## config.mk

```make
export PLATFORM = sky130hd
export DESIGN_NAME = sptf_ctrl
export DESIGN_NICKNAME = d
export VERILOG_FILES = /design/src/design/sptf_pkg.sv /design/src/design/sptf_ctrl.sv
export SDC_FILE = /design/constraint.sdc
export NUM_CORES = 1
export LEC_CHECK = 0
export ABC_AREA = 1
export BUFFER_PORTS_ARGS = -buffer_cell sky130_fd_sc_hd__buf_2
export CORE_AREA = 3 3 40 42
export CTS_BUF_LIST = sky130_fd_sc_hd__clkbuf_4 sky130_fd_sc_hd__clkbuf_8
export DETAILED_ROUTE_END_ITERATION = 7
export DIE_AREA = 0 0 43 45
export GPL_ROUTABILITY_DRIVEN = 1
export SYNTH_ARGS = -nofsm -noshare
export SYNTH_HDL_FRONTEND = slang
export SYNTH_SLANG_ARGS = --single-unit
```

## constraint.sdc

```tcl
create_clock -name i_clk -period 1.2 [get_ports i_clk]
set_input_delay 0.12 -clock i_clk [delete_from_list [all_inputs] [get_ports i_clk]]
set_output_delay 0.12 -clock i_clk [all_outputs]
set_load 0.05 [all_outputs]
```

## src/design/sptf_pkg.sv

```systemverilog
// Shared constants, payload types and control structs of the stereo point temporal filter.
package sptf_pkg;

    localparam int MAX_POINTS  = 1024;
    localparam int COORD_WIDTH = 24;
    localparam int FRAME_WIDTH = 32;
    localparam int THR_WIDTH   = 23;
    localparam logic [THR_WIDTH-1:0] THR_RESET = THR_WIDTH'(41);

    localparam int CNT_WIDTH   = $clog2(MAX_POINTS + 1);
    localparam int IDX_WIDTH   = (MAX_POINTS > 1) ? $clog2(MAX_POINTS) : 1;
    localparam int POINT_WIDTH = 3 * COORD_WIDTH;
    localparam int RAM_DEPTH   = 2 << IDX_WIDTH;
    localparam int RAM_ADDR_W  = IDX_WIDTH + 1;

    typedef struct packed {
        logic signed [FRAME_WIDTH-1:0] frame_id;
        logic signed [COORD_WIDTH-1:0] x_coord;
        logic signed [COORD_WIDTH-1:0] y_coord;
        logic signed [COORD_WIDTH-1:0] z_coord;
        logic                          has_point;
        logic                          last_point;
    } t_in;

    typedef struct packed {
        logic                          keep;
        logic signed [COORD_WIDTH-1:0] x_out;
        logic signed [COORD_WIDTH-1:0] y_out;
        logic signed [COORD_WIDTH-1:0] z_out;
        logic                          frame_end;
        logic [CNT_WIDTH-1:0]          kept_total;
        logic                          overflowed;
    } t_out;

    typedef struct packed {
        logic accept;
        logic finish;
    } t_cmd;

    typedef struct packed {
        logic done;
        logic out_free;
    } t_status;

endpackage

```

## src/design/sptf_ctrl.sv

```systemverilog
// Controller state machine that sequences accept, reference scan and result hand-off.
module sptf_ctrl import sptf_pkg::*; (
    input  logic    i_clk,
    input  logic    i_rst_n,
    input  logic    i_in_valid,
    input  t_status i_status,
    output t_cmd    o_cmd,
    output logic    o_in_stall
);

    typedef enum logic [2:0] {
        S_IDLE = 3'b001,
        S_SCAN = 3'b010,
        S_HOLD = 3'b100
    } t_state;

    t_state r_state;
    t_state n_state;

    always_comb begin
        n_state       = r_state;
        o_cmd.accept  = 1'b0;
        o_cmd.finish  = 1'b0;
        unique case (r_state)
            S_IDLE: begin
                if (i_in_valid) begin
                    o_cmd.accept = 1'b1;
                    n_state      = S_SCAN;
                end
            end
            S_SCAN: begin
                if (i_status.done) begin
                    if (i_status.out_free) begin
                        o_cmd.finish = 1'b1;
                        n_state      = S_IDLE;
                    end else begin
                        n_state = S_HOLD;
                    end
                end
            end
            S_HOLD: begin
                if (i_status.out_free) begin
                    o_cmd.finish = 1'b1;
                    n_state      = S_IDLE;
                end
            end
            default: begin
                n_state = S_IDLE;
            end
        endcase
    end

    assign o_in_stall = (r_state != S_IDLE);

    always_ff @(posedge i_clk) begin
        if (!i_rst_n) begin
            r_state <= S_IDLE;
        end else begin
            r_state <= n_state;
        end
    end

endmodule

```

==> results.md <==
* Final nets at 56
* Register area share after synthesis at 28.24%
* Synthesized area per cell at 5.908 µm²
* Grt total ovfl at 0
* Initial Utilization at 16.55%
* H-tree depth at 1
* Max-slew headroom at 83.39%
* Mux cell area share after synthesis at 0%
* Die Area at 0.001935 mm²
* Simple-gate area share of the yosys netlist at 49.41%
* Crit path max fanout at 3
* Max-cap viol count at 0
* FILL cells at 153
* Maximum VDD drop at 0.3622 mV
* Post-Syn Area at 212.7 µm²
* Worst slew pin tran at 0.2509 ns
* Crit path DAT at 1.16 ns
* Xor/xnor share of the synthesized area at 0%
* Clk_skew at 0.001701 ns
* Max reg flops at 3
* Period Utilization, post-route at 107.0%
* Adder-Cell Fraction of Synth Area at 0%
* Total Wirelength at 491 µm
* Synthesized Nets at 41
* F_max at 778.5 MHz
* Fin worst setup slack at -0.08447 ns
* First-pass GRT wire length at 828 µm
* Vias in the first global route at 226
* Final Max Slew Viols at 0
* Width of the die at 43 µm
* Gpl congestion at 0.7049
* Fin util at 26.19%
* Post-synthesis compound-gate area fraction at 8.235%
* Hpwl dp at 416.6 µm
* DR vias at 247
* Clk root buf: clkbuf_4
* # port buffers at 7
* DRT Pass-1 Iters at 4
* Post-route insts no fill at 65
* Pin count of the biggest net entering global routing at 5
* PD cells at 1654 mW/mm²
* RSZ-0062 raised after global routing: true
* Reg with most FFs: r_state
* HP Class: input pin to register
* Crit path required time at 1.08 ns
* Total GRT Usage at 6.484%
* Core area at 0.001285 mm²
* LEAKAGE at 0.1917 nW
* DR DRC count at 0
* Most frequent cells in the layout: nor2_1, inv_1, nand2_1
* Fin. Hold Viols at 0
* Flops & latches, synth at 3
* Crit end category: output port
* Final setup viols at 2
* Area grow syn2layout at 58.24%
* CTS clock-pin slew for the worst setup and hold paths at 0.04 ns
* Min Tclk post-route at 1.284 ns
* Dpl cells at 60
* Largest registers: r_state x3
* Final ANT Viol Nets at 0
* Die H at 45 µm
* Clk sinks at 3
* Clock Latency Late Sink at 0.23 ns
* ANT cells at 0
* Ports at 8
* Layout cells sized above 1 at 42.00%
* Clock buffer depth at 2
* Largest family of logic cells by synthesized area: simple AND/OR/NAND/NOR gates
* CP Class: register to output port
* CTS tree: yes
* Startpoint types: register
* Initial antenna violation count at 0
* Gate Count Post-Synth at 36
* Row count at 13
* Via density at 3.800
* Routed len/inst at 7.554 µm
* CTS Buf Count at 3
* Status: finished with violations
* Synth unique cells at 11
* Syn. warnings at 0
* DR iter-0 viols at 12
* Failing checks: negative setup slack
cell usage after synthesis, drive strengths merged:
master,count,area share (%)
nand2,7,14
a21oi,1,2.4
nand3,6,19
o21ai,1,2.4
a21boi,1,3.5
dfxtp,3,28
nor2,9,17
inv,8,14
metal layers:
metal,track usage [%],wire length [µm]
met1,5.755,210
met5,0,0
met2,9.880,258
met3,2.390,22
met4,9.036,0
worst max-delay path: stages, from the launching register on:
cell     delay, ns
dfxtp_2       0.33
inv_2         0.04
nor2_4        0.11
nand2_2       0.06
nor2_1        0.08
a21oi_1       0.06
nor2_2        0.10
buf_6         0.16
final cells by class:
cell class                 count  area, µm²  area share, %
multi-input combinational     25      130.1          38.66
timing repair buffer          10      66.31          19.70
sequential                     3      61.31          18.22
clock buffer                   4      30.03          8.922
inverter                       8      30.03          8.922
tap                           15      18.77          5.576
cell families after synthesis:
group           Yosys count
flops                     3
buf+inv                   8
simple gates             22
compound gates            3
report_power, final:
part           switching, mW  internal [mW]  total (mW)  leakage (nW)
Clock                 0.0491          0.147       0.196        0.0184
Combinational          0.151         0.0750       0.226         0.148
Sequential            0.0167          0.118       0.134        0.0252
Total                  0.217          0.340       0.557         0.192
stage by stage:
step	total power [mW]	hold slack [ns]	setup TNS [ns]	instance area [µm²]	setup slack, ns
2_1_floorplan	0.2903	0.2656	-0.07158	215.2	-0.03877
3_3_place_gp	0.3467	0.3948	0	284.0	0.05319
3_5_place_dp	0.3487	0.4022	0	284.0	0.02181
4_1_cts	0.5676	0.1615	-0.1687	336.6	-0.1008
5_1_grt	0.6113	0.1655	-0.4615	336.6	-0.1757
6_report	0.5568	0.1650	-0.1332	336.6	-0.08447
final timing paths:
path               from  cells after the start         end  slack, ns
max          r_state[1]                      7    o_cmd[0]      -0.08
min             i_rst_n                      2  r_state[1]       0.17
max reg2reg  r_state[1]                      8  r_state[0]       0.19
min reg2reg  r_state[1]                      3  r_state[1]       0.61
repair_timing:
item                                    CTS  global route
buffers inserted                          1             0
endpoints found under the setup margin    3             3
hold endpoints to repair                  0             0
pin swaps                                 1             0
hold buffers                              0             0
resized for setup                         6             0
Power figures use the tool's default switching activity.
